$ cat config.mk
export PLATFORM = sky130hd
export DESIGN_NAME = tci_round_cell
export DESIGN_NICKNAME = d
export VERILOG_FILES = /design/src/hw/rtl/tci_pkg.sv /design/src/hw/rtl/tci_round_cell.sv
export SDC_FILE = /design/constraint.sdc
export NUM_CORES = 1
export LEC_CHECK = 0
export ABC_AREA = 0
export BUFFER_PORTS_ARGS = -buffer_cell sky130_fd_sc_hd__buf_2
export CORE_MARGIN = 4
export CORE_UTILIZATION = 60
export DETAILED_ROUTE_END_ITERATION = 10
export PLACE_DENSITY = 0.84
export RECOVER_POWER = 50
export SYNTH_ARGS = -nofsm -noshare
export SYNTH_HDL_FRONTEND = slang
export SYNTH_SLANG_ARGS = --single-unit
$ cat constraint.sdc
create_clock -name clk -period 1.4 [get_ports clk]
set_input_delay 0.07 -clock clk [delete_from_list [all_inputs] [get_ports clk]]
set_output_delay 0.07 -clock clk [all_outputs]
set_load 0.005 [all_outputs]
$ cat src/hw/rtl/tci_pkg.sv
`timescale 1ns / 1ps
`default_nettype none

package tci_pkg;

	// Cipher geometry: each round is split over two half-round cells.
	localparam int ROUNDS = 32;
	localparam int CELLS  = 2 * ROUNDS;

	localparam logic [31:0] DELTA   = 32'h9e3779b9;
	// Starting sum for decryption: delta times the round count, modulo 2^32.
	localparam logic [31:0] DEC_SUM = 32'(64'(DELTA) * 64'(ROUNDS));

	// Command codes.
	localparam logic [1:0] CMD_ENC     = 2'd0;
	localparam logic [1:0] CMD_DEC     = 2'd1;
	localparam logic [1:0] CMD_NEXT_ID = 2'd2;
	localparam logic [1:0] CMD_RESTART = 2'd3;

	// Configuration register indexes.
	localparam logic [1:0] REG_KEY0 = 2'd0;
	localparam logic [1:0] REG_KEY1 = 2'd1;
	localparam logic [1:0] REG_KEY2 = 2'd2;
	localparam logic [1:0] REG_KEY3 = 2'd3;

	// The 128-bit key as four words.
	typedef struct packed {
		logic [31:0] k0;
		logic [31:0] k1;
		logic [31:0] k2;
		logic [31:0] k3;
	} key_t;

	// A block in flight through the chain of round cells.
	typedef struct packed {
		logic [31:0] v0;
		logic [31:0] v1;
		logic [31:0] sum;
		logic        enc;
		logic        load;
	} blk_t;

endpackage

`default_nettype wire

$ cat src/hw/rtl/tci_round_cell.sv
`timescale 1ns / 1ps
`default_nettype none

module tci_round_cell (
	input  wire logic          clk,
	input  wire logic          arst_n,
	input  wire logic          en,
	input  wire logic          phase_b,
	input  wire tci_pkg::key_t key,
	input  wire logic          valid_in,
	input  wire tci_pkg::blk_t d_in,
	output logic               valid_out,
	output tci_pkg::blk_t      d_out
);
	import tci_pkg::*;

	logic        upd0;
	logic [31:0] x;
	logic [31:0] ka;
	logic [31:0] kb;
	logic [31:0] mix;
	logic [31:0] v;
	logic [31:0] v_new;
	logic [31:0] sum_next;
	blk_t        d_next;
	logic        valid_q;
	blk_t        d_q;

	// One half round. Encryption updates word 0 first, decryption word 1 first,
	// so the word to update follows from the mode and the cell's phase.
	always_comb begin
		upd0     = d_in.enc ^ phase_b;
		x        = upd0 ? d_in.v1 : d_in.v0;
		ka       = upd0 ? key.k0 : key.k2;
		kb       = upd0 ? key.k1 : key.k3;
		v        = upd0 ? d_in.v0 : d_in.v1;
		mix      = ((x << 4) + ka) ^ (x + d_in.sum) ^ ((x >> 5) + kb);
		v_new    = d_in.enc ? (v + mix) : (v - mix);
		// The sum is kept ready for the next round at the end of each round.
		sum_next = phase_b ? (d_in.enc ? (d_in.sum + DELTA) : (d_in.sum - DELTA))
		                   : d_in.sum;
		d_next      = d_in;
		d_next.sum  = sum_next;
		if (upd0) begin
			d_next.v0 = v_new;
		end else begin
			d_next.v1 = v_new;
		end
	end

	// Valid bit is control state; the block word needs no reset.
	always_ff @(posedge clk or negedge arst_n) begin
		if (!arst_n) begin
			valid_q <= 1'b0;
		end else if (en) begin
			valid_q <= valid_in;
		end
	end

	always_ff @(posedge clk) begin
		if (en) begin
			d_q <= d_next;
		end
	end

	assign valid_out = valid_q;
	assign d_out     = d_q;

endmodule

`default_nettype wire

==> results.py, run 1 <==
metrics = {
    "yosys": {
        "ys.flop_type": "edfxtp_1",
        "synth.area.top_cells": "edfxtp_1 (22%), ha_1 (14%), nand2_1 (12%)",
        "yosysWarnings": 0,
        "synthArstFlopShare_pct": 1.01,
        "synth_edf_count": 98,
        "synth-seq-cells": 99,
        "ys_seq_area_share_pct": 21.9,
        "synthesis.area_um2": 13600,
        "postSynthNetCount": 2117,
        "ys_types": 79,
        "synth_top_cell_area_share_pct": 21.7,
        "syn_inst": 1732,
        "yosysTopAreaCell": "edfxtp_1",
        "avgSynthCellArea_um2": 7.84,
    },
    "status": {
        "stop_error": "[ERROR GRT-0232] Routing congestion too high. Check the congestion heatmap in the GUI.",
        "stop_stage": "global routing (5_1_grt)",
        "outcome": "did not finish",
    },
    "placement": {
        "dp_cells": 2772,
        "dpl.hpwl_um": 45800,
        "io_buffer_count": 329,
        "pre_cts_ws_ps": -5270,
        "placed_area_um2": 19400,
        "place.gp.congestion": 1.10,
    },
    "grt": {
        "gr-usage-all-layers_pct": 109,
        "grt_max_degree": 53,
        "gr-total-overflow": 3374,
    },
    "floorplanning": {
        "die_x_um": 158,
        "rows": 54,
        "start_util_pct": 61.6,
        "ios": 330,
        "fp.dieH_um": 158,
    },
    "cts": {
        "cts_num_sinks": 99,
        "numCtsBuffers": 9,
        "h-tree-depth": 3,
        "clock_path_buffers": 2,
        "cts_root_buf": "clkbuf_16",
    },
    "timing": {
        "worstEndpointType": "sequential cell input",
        "worst_endpoint": "d_out[97]$_DFFE_PP_/D",
    },
}
## per-layer routing
metal / track usage, % / overflow
met1: 88.5 / 37
met2: 152 / 2668
met3: 79.9 / 30
met4: 123 / 638
met5: 59.5 / 1
## kinds of logic after synthesis
group / after synthesis / share of synthesized area, %
compound gates: 454 / 21.2
xor+xnor: 234 / 15.9
fa+ha+maj: 154 / 14.5
buf+inv: 83 / 2.39
flops: 99 / 21.9
mux: 37 / 2.97
simple gates: 671 / 21.2
## metrics by stage
stage	setup TNS [ps]	hold WS (ps)
after CTS	-259840	22.1
after detailed placement	-319950	-154
after global placement	-302960	-155
after floorplan	-242750	-226
## timing repair
action	4_1_cts
hold endpoints to repair	3
resized for setup	105
pin swaps	51
setup endpoints to repair	95
buffers inserted	19
gates cloned	0
hold buffers	4
## synth_stat cells, types with 4 or more instances
library cell,count
nor2_1,81
nand3_1,30
a31o_2,4
ha_1,149
and2_1,12
a31oi_1,21
o31a_1,4
edfxtp_1,98
inv_1,30
buf_1,8
xor2_1,63
a21oi_1,127
a221oi_1,5
mux2i_1,11
a21o_1,61
o211ai_1,13
xnor2_1,163
or3_1,9
fa_1,5
o21a_1,10
o21bai_1,15
nand2_1,436
nand2b_1,12
o31ai_1,5
clkbuf_1,42
o21ai_0,113
or2_2,9
a21boi_0,7
nor2b_1,15
a211oi_1,25
a211o_1,4
xnor3_1,5
mux2_2,26
nor3_1,25
nand4_1,11
and3_1,12
==> run 2, diff against run 1 <==
- CORE_UTILIZATION: 60 -> 40
- PLACE_DENSITY: 0.84 -> unset
- PLACE_DENSITY_LB_ADDON: unset -> 0.15
==> run 2 against run 1 <==
Synthesized cell count did not move. The flow now finishes, with violations (negative setup slack). Synthesized area stayed put.
==> results.py, run 2 <==
metrics = {
    "status": {
        "outcome": "complete, but fails checks",
        "failed_checks": "negative setup slack",
    },
    "route": {
        "drt_iter0_drc": 1067,
        "drc": 0,
        "route.detailed.wl_per_inst_um": 17.8,
        "dr.pass1.iters": 5,
        "drtAntennaViolNets": 0,
        "via_count": 16200,
        "wl_um": 54900,
        "vias_per_cell": 5.26,
    },
    "timing": {
        "finalHoldViolCount": 0,
        "period_needed_ps": 6010,
        "worst_pin_slew_ps": 585,
        "worst_slack_ps": -4610,
        "fin_skew_ps": 0,
        "slew_headroom_pct": 61.0,
        "rsz0062_at_grt": "true",
        "setup_violations": 94,
        "slew_viol_final": 0,
        "fin_crit_sh_pct": 429,
        "fmax_mhz": 166,
    },
    "layout": {
        "final_common_cell": "buf_4",
        "stdcell_area_um2": 22800,
        "diodes": 0,
        "largest_reg_flops": 98,
        "fin_util_pct": 68.0,
        "layout_common_cells": "buf_4 (548), nand2_1 (396), buf_2 (326)",
        "area_growth_pct": 68.1,
        "layout-drive-gt1-share_pct": 48.3,
        "stdcell_count": 3086,
        "fin_nets": 3018,
    },
    "cts": {
        "cts_num_sinks": 99,
        "cts_root_buf": "clkbuf_16",
        "clock_path_buffers": 2,
        "cts_tree": "built",
        "clk_pin_slew_ps": 70,
        "numCtsBuffers": 9,
        "clock_latency_ps": 370,
        "h-tree-depth": 3,
    },
    "floorplanning": {
        "die-area_um2": 36900,
        "rows": 67,
        "ios": 330,
        "start_util_pct": 40.5,
        "fp.dieH_um": 192,
        "fp.coreArea_um2": 33500,
        "die_x_um": 192,
    },
    "grt": {
        "antenna_found_initial": 0,
        "grt_pass1_wl_um": 80200,
        "gr-usage-all-layers_pct": 27.7,
        "grt_pass1_vias": 15400,
        "grt_max_degree": 57,
        "gr-total-overflow": 0,
    },
    "worst_setup_path": {
        "worst-path-max-fanout": 6,
        "r2r-start": "valid_out",
        "arrival_ps": 6140,
        "critPathLaunchType": "primary input",
        "path_common_cell": "a21o_1",
        "cp_data_required_time_ps": 1530,
        "cpPeakStageDelay_ps": 520,
        "criticalPathCategory": "primary input to flip-flop",
        "critPathCaptureType": "flip-flop",
        "crit_start": "d_in[1]",
        "critPathSlowestCell": "or4_1",
        "r2r_slack_ps": 660,
    },
    "yosys": {
        "yosysTopAreaCell": "edfxtp_1",
        "yosysWarnings": 0,
        "synthesis.area_um2": 13600,
        "ys_seq_area_share_pct": 21.9,
        "avgSynthCellArea_um2": 7.84,
        "synth-seq-cells": 99,
        "postSynthNetCount": 2117,
        "synth.area.top_cells": "edfxtp_1 (22%), ha_1 (14%), nand2_1 (12%)",
        "ys_types": 79,
        "synthArstFlopShare_pct": 1.01,
        "synth_edf_count": 98,
        "synth_top_cell_area_share_pct": 21.7,
        "syn_inst": 1732,
        "yosysMostFrequentCell": "nand2_1",
        "ys_top_cells_by_count": "nand2_1 (436), xnor2_1 (163), ha_1 (149), a21oi_1 (127), o21ai_0 (113)",
        "ys.flop_type": "edfxtp_1",
    },
    "power": {
        "ir_drop_mv": 1.66,
        "power.density_nw_per_um2": 2260,
        "power_mw": 51.5,
        "cellLeakagePower_nw": 11.2,
    },
    "worst_hold_path": {
        "min_path_type": "primary input to flip-flop",
        "min-delay-start": "d_in[96]",
    },
    "placement": {
        "placed_area_um2": 19800,
        "place.gp.congestion": 0.947,
        "dp_cells": 2975,
        "dpl.hpwl_um": 43400,
        "io_buffer_count": 329,
    },
    "run": {
        "cap_viol_max_count": 0,
    },
}
==> run 2: cell counts after synthesis <==
No cell type changed its count.
==> run 2: final cells by class <==
| class | count | area (um^2) |
|---|---|---|
| multi-input combinational | 1550 | 12200 |
| tap | 448 | 561 |
| timing repair buffer | 943 | 6670 |
| clock inverter | 4 | 27.5 |
| sequential | 99 | 2970 |
| fill | 2816 | 10700 |
| inverter | 30 | 116 |
| clock buffer | 12 | 236 |
==> run 2: cell families after synthesis <==
| family | count (synthesis) | share of synthesized area (%) |
|---|---|---|
| AND/OR/NAND/NOR | 671 | 21.2 |
| AO/OA/AOI/OAI | 454 | 21.2 |
| XOR/XNOR | 234 | 15.9 |
| adder cells (fa/ha/maj) | 154 | 14.5 |
| flip-flops | 99 | 21.9 |
| buffers and inverters | 83 | 2.39 |
| multiplexers | 37 | 2.97 |
==> run 2: worst paths after layout <==
kind / endpoint / depth (start not counted)
max: d_out[96] / 32
min: d_out[96] / 3
min reg2reg: valid_out / 1
max reg2reg: valid_out / 1
min in group asynchronous: valid_out / 3
max in group asynchronous: valid_out / 3
==> run 2: critical path, delay by kind of cell <==
family	cells	cell delay, ps
AOI/OAI and AO/OA	10	1850
xor gates and xnor gates	5	1150
adders and majority gates	3	890
buffers and inverters	4	550
and+or+nand+nor	10	1630
==> run 2: metal layers <==
layer	routed length (um)	up-vias	GRT usage, %
li1	-	8011	-
met1	25900	7569	41.2
met2	24200	575	43.0
met3	3690	75	3.25
met4	1160	0	6.72
met5	0	-	0
==> run 2: through the flow <==
stage                     setup WS, ps  hold slack (ps)  TNS [ps]
after detailed placement         -5340             -154   -297210
after global placement           -5250             -155   -291910
after floorplan                  -4680             -226   -242750
after global routing             -4880             41.0   -260870
after CTS                        -4510             5.68   -243760
final                            -4610             19.9   -244740
==> run 2: timing repair <==
item                                   in CTS  in global routing
hold buffers                                6                  0
cloned                                      2                  3
endpoints found under the hold margin       5                  0
pin swaps                                 124                126
setup endpoints to repair                  93                 95
gates resized for setup                   232                186
setup buffers                              66                 43
==> run 2: report_power, final <==
part | internal (mW) | switching (mW) | total (mW)
combinational | 22.9 | 20.9 | 43.8
clock | 1.22 | 1.25 | 2.46
sequential | 5.05 | 0.239 | 5.29
Power figures use the tool's default switching activity.
