--- config.mk ---
export PLATFORM = sky130hd
export DESIGN_NAME = tci_key_regs
export DESIGN_NICKNAME = d
export VERILOG_FILES = /design/src/hw/rtl/tci_pkg.sv /design/src/hw/rtl/tci_key_regs.sv
export SDC_FILE = /design/constraint.sdc
export NUM_CORES = 1
export LEC_CHECK = 0
export ABC_CLOCK_PERIOD_IN_PS = 1700
export BUFFER_PORTS_ARGS = -buffer_cell sky130_fd_sc_hd__buf_2
export CORE_ASPECT_RATIO = 1.1
export CORE_UTILIZATION = 30
export DETAILED_ROUTE_END_ITERATION = 8
export PLACE_DENSITY_LB_ADDON = 0.05
export SYNTH_ARGS = -nofsm -noshare
export SYNTH_HDL_FRONTEND = slang
export SYNTH_SLANG_ARGS = --single-unit
--- constraint.sdc ---
create_clock -name clk -period 1.7 [get_ports clk]
set_input_delay 0.17 -clock clk [delete_from_list [all_inputs] [get_ports clk]]
set_output_delay 0.17 -clock clk [all_outputs]
set_load 0.005 [all_outputs]
--- src/hw/rtl/tci_pkg.sv ---
`timescale 1ns / 1ps
`default_nettype none

package tci_pkg;

	// Cipher geometry: each round is split over two half-round cells.
	localparam int ROUNDS = 32;
	localparam int CELLS  = 2 * ROUNDS;

	localparam logic [31:0] DELTA   = 32'h9e3779b9;
	// Starting sum for decryption: delta times the round count, modulo 2^32.
	localparam logic [31:0] DEC_SUM = 32'(64'(DELTA) * 64'(ROUNDS));

	// Command codes.
	localparam logic [1:0] CMD_ENC     = 2'd0;
	localparam logic [1:0] CMD_DEC     = 2'd1;
	localparam logic [1:0] CMD_NEXT_ID = 2'd2;
	localparam logic [1:0] CMD_RESTART = 2'd3;

	// Configuration register indexes.
	localparam logic [1:0] REG_KEY0 = 2'd0;
	localparam logic [1:0] REG_KEY1 = 2'd1;
	localparam logic [1:0] REG_KEY2 = 2'd2;
	localparam logic [1:0] REG_KEY3 = 2'd3;

	// The 128-bit key as four words.
	typedef struct packed {
		logic [31:0] k0;
		logic [31:0] k1;
		logic [31:0] k2;
		logic [31:0] k3;
	} key_t;

	// A block in flight through the chain of round cells.
	typedef struct packed {
		logic [31:0] v0;
		logic [31:0] v1;
		logic [31:0] sum;
		logic        enc;
		logic        load;
	} blk_t;

endpackage

`default_nettype wire

--- src/hw/rtl/tci_key_regs.sv ---
`timescale 1ns / 1ps
`default_nettype none

module tci_key_regs (
	input  wire logic         clk,
	input  wire logic         arst_n,
	input  wire logic         cfg_we,
	input  wire logic [1:0]   cfg_index,
	input  wire logic [31:0]  cfg_data,
	output tci_pkg::key_t     key
);
	import tci_pkg::*;

	key_t key_q;

	// Key words are written one at a time through the plain write port.
	always_ff @(posedge clk or negedge arst_n) begin
		if (!arst_n) begin
			key_q <= '0;
		end else if (cfg_we) begin
			unique case (cfg_index)
				REG_KEY0: key_q.k0 <= cfg_data;
				REG_KEY1: key_q.k1 <= cfg_data;
				REG_KEY2: key_q.k2 <= cfg_data;
				REG_KEY3: key_q.k3 <= cfg_data;
				default: key_q <= key_q;
			endcase
		end
	end

	assign key = key_q;

endmodule

`default_nettype wire

Word-level counts from Yosys, hierarchy flattened
Index checks and enable logic that the tools add are counted.

Register bits: 128.

Equal/unequal tests: 3. Reduce and logical (&&, ||, !) cells: 5.

Operators by type and width (number): 2-bit AND reduction (4); 2-bit equality test (second input constant) (2); 2-bit by 1-bit equality test with 1-bit output (second input constant) (1); 2-bit logical NOT (1).

Longest topological paths before layout
Gate-level depths: netlist (run 1).

Depth after elaboration: 2. Mapped depth: 3. Mapped depth without buffers: 2.

Worst setup path after synthesis (run 1)
OpenSTA, ideal clock, no wires.

Path type: input port to flip-flop. Start: input port cfg_index[1]. End: register key_q (netlist bit key[121]). Arrival time: 1005 ps. Library setup time: 125 ps. Data required time: 1575 ps. Setup slack: 571 ps. Stages: 3. Path buffers: 1. Path through: nor3b_2 buf_4 mux2_2.

Longest elaborated chain between the ends: 2.

RTL lines: start: declaration (RTL line tci_key_regs.sv:8) `input wire logic [1:0] cfg_index,`; 2-bit logical NOT (RTL line tci_key_regs.sv:21) `unique case (cfg_index)`; 2-bit AND reduction (no line); end signal: assignment (RTL line tci_key_regs.sv:26) `default: key_q <= key_q;`; end: declaration (RTL line tci_key_regs.sv:14) `key_t key_q;`.

Every way passes these cells. A chain may end at the register's enable or synchronous reset.

Final worst setup path (run 1)
Start: register key_q (netlist bit key[3]). End: output port key[3] (netlist name).

RTL lines: end: declaration (RTL line tci_key_regs.sv:10) `output tci_pkg::key_t key`.

No word-level cell between the ends.

==> results of run 1 <==
## layout make-up
type / count / area [sq um] / share of cell area [%]
clock buffers: 26 / 489.2 / 7.566
flip-flops and latches: 128 / 3203 / 49.54
repair buffers: 174 / 963.4 / 14.90
clock inverters: 6 / 80.08 / 1.238
well taps: 196 / 245.2 / 3.793
multi-input cells: 132 / 1485 / 22.97
## per-layer routing
layer  global-route usage [%]  vias to the layer above  part of all wire [%]
met4                    5.761                        0                   1.1
met5                        0                        -                     0
met2                    23.82                      107                    48
met3                    6.718                       11                   8.1
li1                         -                     1333                     -
met1                    18.47                     1502                    42
## power by group through the flow
stage	combinational (mW)	sequential [mW]	clock, mW
finish	1.49	3.91	3.49
CTS	1.53	3.91	3.61
global placement	1.51	3.94	0
global route	1.65	3.99	3.74
detailed placement	1.53	3.96	0
floorplan	0.573	4.00	0
## path summary, 6_finish.rpt
kind                              startpoint       end  slack, ns  depth (start not counted)
worst max-delay path                  key[3]    key[3]       0.60                          1
worst min-delay path            cfg_data[24]   key[88]       0.03                          2
worst max register to register      key[124]  key[124]       0.92                          1
worst min register to register      key[125]  key[125]       0.48                          1
max in group asynchronous             arst_n   key[41]       0.85                          3
min in group asynchronous             arst_n   key[55]       0.21                          2
## layout by cell type (no fill, tap or decap)
cell and instances:
buf_2 163, mux2_2 126, nor3b_4 1, buf_4 5, clkbuf_8 3, clkbuf_16 17
dlygate4sd3_1 1, clkbuf_1 6, clkinv_2 4, dfrtp_1 128, nand3b_1 2, nand3_2 1
mux2_1 2, bufinv_16 2, buf_12 5
## cells by family (layout without fill, tap and decap cells)
group                  count (synthesis)  in the layout  synth area share [%]
buffers and inverters                 12            206                 1.424
flip-flops                           128            128                 67.51
multiplexers                         128            128                 30.38
AND/OR/NAND/NOR                        4              4                0.6854
## stage by stage
step,worst slack (ns),area (sq um),power (mW)
floorplan,0.5706,4745,4.569
global placement,0.4039,5887,5.454
global route,0.5428,6466,9.376
detailed placement,0.3877,5887,5.490
CTS,0.5662,6466,9.055
finish,0.5965,6466,8.883
## timing repair
action / CTS / global route
endpoints found under the hold margin: 21 / 0
setup buffers: 0 / 0
hold buffers: 1 / 0
==> results by group, run 1 <==
Outcome
  • Status: completed

Routing
  • Final wirelength: between 10,000 and 15,000 um
  • Vias per inst: approximately 4.5
  • Drt drc: 0
  • Via count: 2,953
  • DRT Pass-1 Iters: 3
  • ANT nets after route: 0
  • Initial drt markers: 106
  • Routed wire per std cell: 17.31 um

Logic synthesis
  • Share of the synthesized area in the top cell type: 67.51%
  • Ys Warns: 0
  • Top cell type by total area after synthesis: dfrtp_1
  • Most common cell in the netlist: dfrtp_1
  • Ys flop type: dfrtp_1
  • Commonest cells post-synth: 128 x dfrtp_1, 126 x mux2_2, 9 x buf_2, 3 x buf_4
  • Number of synthesized register bits: 128
  • Synth async-reset ratio: 100.0%
  • Net Count, Synth: 309
  • Post-synth EDFFs: 0
  • Seq/Total Area, Yosys: 67.51%
  • Synth Area per Inst: 17.44 sq um
  • Synth area leaders: dfrtp_1 68%, mux2_2 30%, buf_2 0.95%
  • Gate Count Post-Synth: approximately 270
  • Yosys cell types: 8
  • Mapped cell area: 0.004745 sq mm

STA
  • Period utilisation layout: 64.91%
  • Tightest Pin Transition: approximately 0.33 ns
  • Max Fclk: 906.2 MHz
  • Max-Slew Margin vs Limit: 77.67%
  • Final setup violating endpoints: 0
  • Post-layout minimum cycle time: 1.103 ns
  • Hold Vio Cnt, Final: 0
  • Clock skew: 0 ns
  • RSZ-0062 raised after global routing: no
  • Fin Setup TNS: 0 ns
  • WHS: 0.03257 ns
  • Final-report max-slew violation count: 0

Placed design
  • Gpl congestion: 0.6947
  • # port buffers: 164
  • Placed cell count: 629
  • Post-DP HPWL: 7875 um

Setup path
  • Buffers and inverters on the worst path: 1
  • Critical path class: flop to primary output
  • Req. time, crit path: 1.53 ns
  • Worst-path cell chain: buf_2
  • Crit. End Element: primary output
  • CP max stage cell: dfrtp_1
  • Data arrival, critical path: slightly above 0.9 ns
  • CP top delay family: flip-flops
  • Max incr delay on CP: 0.39 ns
  • CP Max Fanout: 2
  • Setup crit start kind: flop

Power
  • Design internal power: just under 7 mW
  • Clock Power Share: 39.3%
  • Net Switching: 2.114 mW
  • Leak Pwr: around 3.1 nW
  • Power per Cell Area: between 1000 and 1500 mW/mm^2
  • Flop pwr share: 44.0%
  • Comb pwr share: around 17%
  • Peak supply drop: 0.7357 mV
  • Switching part of the total power: 23.80%

Layout
  • Max reg flops: ~130
  • Final #Nets: 490
  • Layout Utilization: 42.45%
  • Layout area overhead: 36.29%
  • Fillers: 1,460
  • Ant diodes: 0
  • Fraction of layout cells with a size suffix above 1: 70.17%
  • Non-filler instance count after layout: 662

Global routing
  • Initial antenna violation count: 0
  • Largest net degree at the start of global routing: about 60
  • Overall Global Routing Usage: 15.27%
  • Vias in the first global route: 3,163
  • Total grt overflow: 0
  • First-pass GRT wire length: 18,170 um

Clocking
  • Root buf cell: clkbuf_16
  • Clock-pin transition on the worst setup and hold timing paths: 0.05 ns
  • Clock buffer depth: 2
  • CTS tree: built
  • Num CTS Buffers: 17
  • Sink Count: 128
  • Post_cts resized: 0
  • Worst-skew pair later-pin latency: 0.41 ns
  • # H-tree levels: 4

Floorplanning
  • Die Wd: 121.9 um
  • Total die area: 0.01632 sq mm
  • Starting Density: 31.15%
  • # rows: 47
  • Core area: about 0.015 sq mm
  • Top Ports: 165
  • Die Ht: 133.9 um

Min path
  • Worst Hold Class: input pin to flop

Job
  • Maxcap violations: 0
(Power assumes the default switching activity.)
==> run 2, diff against run 1 <==
--- a/config.mk
+++ b/config.mk
@@ -5,7 +5,7 @@
 export SDC_FILE = /design/constraint.sdc
 export NUM_CORES = 1
 export LEC_CHECK = 0
-export ABC_CLOCK_PERIOD_IN_PS = 1700
+export ABC_CLOCK_PERIOD_IN_PS = 1050
 export BUFFER_PORTS_ARGS = -buffer_cell sky130_fd_sc_hd__buf_2
 export CORE_ASPECT_RATIO = 1.1
 export CORE_UTILIZATION = 30
==> constraint.sdc (replaced) <==
create_clock -name clk -period 1.05 [get_ports clk]
set_input_delay 0.105 -clock clk [delete_from_list [all_inputs] [get_ports clk]]
set_output_delay 0.105 -clock clk [all_outputs]
set_load 0.005 [all_outputs]
==> results by group, run 2 (synthesized netlist as in run 1, its figures left out) <==
Global routing
  • Total grt overflow: 0
  • First-pass GRT wire length: about 18,000 um
  • Initial antenna violation count: 0
  • Vias in the first global route: 3,316
  • Overall Global Routing Usage: 15.23%
  • Largest net degree at the start of global routing: 60

STA
  • Clock skew: 0 ns
  • Max Fclk: around 1000 MHz
  • Post-layout minimum cycle time: a little over 1 ns
  • Setup ws final: 0.02058 ns
  • Tightest Pin Transition: between 0.3 and 0.4 ns
  • Period utilisation layout: a little over nine tenths
  • Hold Vio Cnt, Final: 0
  • RSZ-0062 raised after global routing: yes
  • Max-Slew Margin vs Limit: 78.07%
  • Final setup violating endpoints: 0
  • Final-report max-slew violation count: 0

Routing
  • ANT nets after route: 0
  • Drt drc: 0
  • DRT Pass-1 Iters: 4
  • Vias per inst: 4.451
  • Routed wire per std cell: 16.60 um
  • Initial drt markers: 88
  • Via count: 3,120
  • Final wirelength: 11,640 um

Setup path
  • CP Max Fanout: 2
  • Max incr delay on CP: 0.39 ns
  • R2r setup slk: 0.16 ns
  • CP top delay family: flip-flops
  • Data arrival, critical path: 0.92 ns
  • Crit. End Element: primary output
  • Critical path class: flop to primary output
  • Worst-path cell chain: buf_6
  • Buffers and inverters on the worst path: 1
  • Req. time, crit path: between 0.9 and 1 ns
  • Setup crit start kind: flop
  • CP max stage cell: dfrtp_1

Clocking
  • CTS tree: built
  • Root buf cell: clkbuf_16
  • Clock buffer depth: 2
  • Clock-pin transition on the worst setup and hold timing paths: about 0.050 ns
  • Sink Count: about 130
  • Worst-skew pair later-pin latency: 0.40 ns
  • # H-tree levels: 4
  • Num CTS Buffers: 17

Layout
  • Fraction of layout cells with a size suffix above 1: 66.34%
  • Commonest non-fill, non-tap cell in the layout: buf_2
  • Final #Nets: 530
  • Layout Utilization: 45.31%
  • Post-route cell area: 0.006902 sq mm
  • Max reg flops: 128
  • Layout area overhead: 45.46%
  • Most frequent cells in the layout: 162 x buf_2, 128 x dfrtp_1, 126 x mux2_2
  • Non-filler instance count after layout: 701
  • Ant diodes: 0

Power
  • Peak supply drop: 0.9156 mV
  • Power per Cell Area: 2122 mW/mm^2
  • Leak Pwr: 3.265 nW

Floorplanning
  • # rows: 47
  • Starting Density: just over 30%
  • Die Ht: 133.9 um
  • Top Ports: approximately 170
  • Total die area: 0.01632 sq mm
  • Core area: 0.01523 sq mm
  • Die Wd: 121.9 um

Job
  • Maxcap violations: 0

Placed design
  • Placed cell count: between 600 and 700
  • Gpl congestion: 0.6965
  • # port buffers: 164
  • Setup WS pre-CTS: -0.1827 ns
  • DP Area: between 0.005 and 0.006 sq mm
  • Post-DP HPWL: ~7800 um

Min path
  • Worst Hold Class: input pin to asynchronous set/reset pin

Outcome
  • Status: completed
[run 2: changes by cell type in the layout (fill, tap and decap cells not counted)]
cell	previous run	this run
buf_4	5	9
clkbuf_8	3	4
clkinv_2	4	2
clkbuf_1	6	5
buf_6	0	2
buf_2	163	162
dlygate4sd3_1	1	33
clkinvlp_4	0	1
buf_12	5	8
[run 2: timing repair]
item,4_1_cts,5_1_grt
gates resized for setup,0,1
setup buffers,1,6
hold buffers,33,0
endpoints found under the setup margin,8,94
endpoints found under the hold margin,256,0
[run 2: report_power, final]
part           switching (mW)  internal (mW)  leakage, nW
Clock                    1.98           3.73        0.280
Sequential              0.438           5.88         1.51
Combinational            1.04           1.58         1.47
Total                    3.47           11.2         3.26
[run 2: per-layer routing]
| layer | track usage, % | share of wire, % | up-vias | wire length [um] |
|---|---|---|---|---|
| met2 | 23.38 | 47 | 112 | 5447 |
| li1 | - | - | 1408 | - |
| met5 | 0 | 0 | - | 0 |
| met3 | 5.442 | 7.4 | 18 | 861 |
| met4 | 6.379 | 1.8 | 0 | 211 |
| met1 | 19.32 | 44 | 1582 | 5118 |
[run 2: path summary, 6_finish.rpt]
check | start | to | cells past startpoint
max reg2reg | key[84] | key[84] | 2
min reg2reg | key[125] | key[125] | 1
min | arst_n | key[85] | 2
min in group clk | cfg_index[1] | key[124] | 4
max in group asynchronous | arst_n | key[64] | 3
max | key[105] | key[105] | 1
[run 2: final cells by class]
class | count | area [sq um]
clock inverters | 5 | 77.57
multi-input cells | 132 | 1485
fillers | 1411 | 8329
flip-flops and latches | 128 | 3203
repair buffers | 214 | 1391
well taps | 196 | 245.2
clock buffers | 26 | 499.2
[run 2: per-stage QoR]
stage	TNS [ns]	hold slack [ns]	power, mW
detailed placement	-16.98	-0.05293	8.913
CTS	-0.02140	0.09580	14.85
finish	0	0.09788	14.65
global route	-0.9778	0.1044	15.45
global placement	-16.99	-0.05598	8.849
floorplan	0	-0.1906	7.400
==> run 3, diff against run 2 <==
==> constraint.sdc (replaced) <==
create_clock -name clk -period 1.05 [get_ports clk]
set_input_delay 0.315 -clock clk [delete_from_list [all_inputs] [get_ports clk]]
set_output_delay 0.315 -clock clk [all_outputs]
set_load 0.02 [all_outputs]
==> results by group, run 3 (synthesized netlist as in run 1, its figures left out) <==
Global routing
  • First-pass GRT wire length: 18,340 um
  • Vias in the first global route: 3,218
  • Largest net degree at the start of global routing: 44
  • Overall Global Routing Usage: 15.33%
  • Total grt overflow: 0
  • Initial antenna violation count: 0

STA
  • Post-layout minimum cycle time: 1.264 ns
  • Period utilisation layout: 120.4%
  • Setup ws final: -0.2145 ns
  • Max-Slew Margin vs Limit: 75.19%
  • Final setup violating endpoints: 128
  • Final-report max-slew violation count: 0
  • Hold Vio Cnt, Final: 0
  • Fin Setup TNS: -24.57 ns
  • RSZ-0062 raised after global routing: yes
  • Tightest Pin Transition: 0.3722 ns
  • Max Fclk: 790.8 MHz
  • Clock skew: 0 ns
  • WHS: 0.1801 ns

Floorplanning
  • Total die area: roughly 0.016 sq mm
  • Core area: around 0.015 sq mm
  • Starting Density: 31.15%
  • Top Ports: 165
  • Die Ht: roughly 130 um
  • # rows: 47
  • Die Wd: 121.9 um

Setup path
  • Req. time, crit path: 0.73 ns
  • Buffers and inverters on the worst path: 1
  • Crit. End Element: primary output
  • Worst-path cell chain: buf_6
  • Critical path class: flop to primary output
  • Max incr delay on CP: 0.40 ns
  • Setup crit start kind: flop
  • CP top delay family: flip-flops
  • Data arrival, critical path: approximately 0.95 ns
  • CP Max Fanout: 2
  • CP max stage cell: dfrtp_1

Clocking
  • Clock buffer depth: 2
  • CTS tree: built
  • Clock-pin transition on the worst setup and hold timing paths: 0.05 ns
  • Sink Count: 128
  • # H-tree levels: 4
  • Worst-skew pair later-pin latency: 0.41 ns
  • Num CTS Buffers: 17
  • Root buf cell: clkbuf_16

Placed design
  • # port buffers: 164
  • Gpl congestion: ~0.68
  • Post-DP HPWL: 8014 um
  • Setup WS pre-CTS: -0.4017 ns

Layout
  • Commonest non-fill, non-tap cell in the layout: buf_6
  • Most frequent cells in the layout: 129 x buf_6, 128 x dfrtp_1, 126 x mux2_2
  • Fillers: 1,391
  • Layout area overhead: 55.88%
  • Max reg flops: 128
  • Final #Nets: ~500
  • Ant diodes: 0
  • Fraction of layout cells with a size suffix above 1: a little under three quarters
  • Layout Utilization: 48.56%

Routing
  • Via count: between 3,000 and 4,000
  • Vias per inst: roughly 4.5
  • Drt drc: 0
  • DRT Pass-1 Iters: 4
  • Final wirelength: 11,820 um
  • ANT nets after route: 0
  • Routed wire per std cell: 17.49 um
  • Initial drt markers: 59

Min path
  • Worst Hold Class: input pin to flop

Outcome
  • Failing checks: negative setup slack
  • Status: finished, violations left

Power
  • Leak Pwr: 3.405 nW
  • Power per Cell Area: 2226 mW/mm^2
  • Peak supply drop: 0.8904 mV
  • Total Power: 16.47 mW

Job
  • Maxcap violations: 0
==> run 3: changes by cell type in the layout (fill, tap and decap cells not counted), sizes merged <==
cell | previous run | this run
buf | 181 | 186
bufinv | 2 | 0
clkbuf | 26 | 27
clkinv | 2 | 5
dlygate4sd3 | 33 | 1
==> run 3: path summary, 6_finish.rpt <==
| kind | from | slack, ns | endpoint | cells after the start |
|---|---|---|---|---|
| max in group asynchronous | arst_n | 0.23 | key[93] | 3 |
| worst min-delay path | cfg_data[28] | 0.18 | key[124] | 2 |
| worst max-delay path | key[85] | -0.21 | key[85] | 1 |
| worst min register to register | key[49] | 0.52 | key[49] | 1 |
| worst max register to register | key[42] | 0.16 | key[42] | 2 |
| min in group asynchronous | arst_n | 0.46 | key[47] | 3 |
==> run 3: worst register-to-register path: cells and delay by family (launching register included) <==
family	cells	cell delay, ns
mux	1	0.25
flops	1	0.39
buf+inv	1	0.13
==> run 3: per-stage QoR <==
stage / std cells / area, sq um
3_5_place_dp: 634 / 5962
5_1_grt: 676 / 7396
4_1_cts: 671 / 7325
2_1_floorplan: 272 / 4805
3_3_place_gp: 634 / 5962
6_report: 676 / 7396
==> run 3: timing repair <==
item	CTS	global route
cloned	0	1
setup buffers	4	4
endpoints found under the hold margin	128	0
endpoints found under the setup margin	128	136
gates resized for setup	256	1
hold buffers	1	0
==> run 3: cell type report <==
cell class	count	area, sq um	share of cell area [%]
clock buffer	26	489.2	6.615
clock inverter	6	32.53	0.4399
multi-input combinational	132	1485	20.08
sequential	128	3203	43.31
tap	196	245.2	3.316
timing repair buffer	188	1941	26.24
==> run 3: routing by layer <==
layer | GRT usage, % | vias up | wire length (um)
li1 | - | 1362 | -
met1 | 17.87 | 1557 | 4587
met2 | 24.67 | 99 | 6193
met3 | 6.037 | 11 | 892
met4 | 6.927 | 0 | 147
met5 | 0 | - | 0
==> run 3: report_power, final <==
part           total, mW  switching (mW)  internal (mW)
Combinational       4.75            2.13           2.63
Clock               5.14            1.96           3.18
Sequential          6.57           0.684           5.89
Total               16.5            4.77           11.7
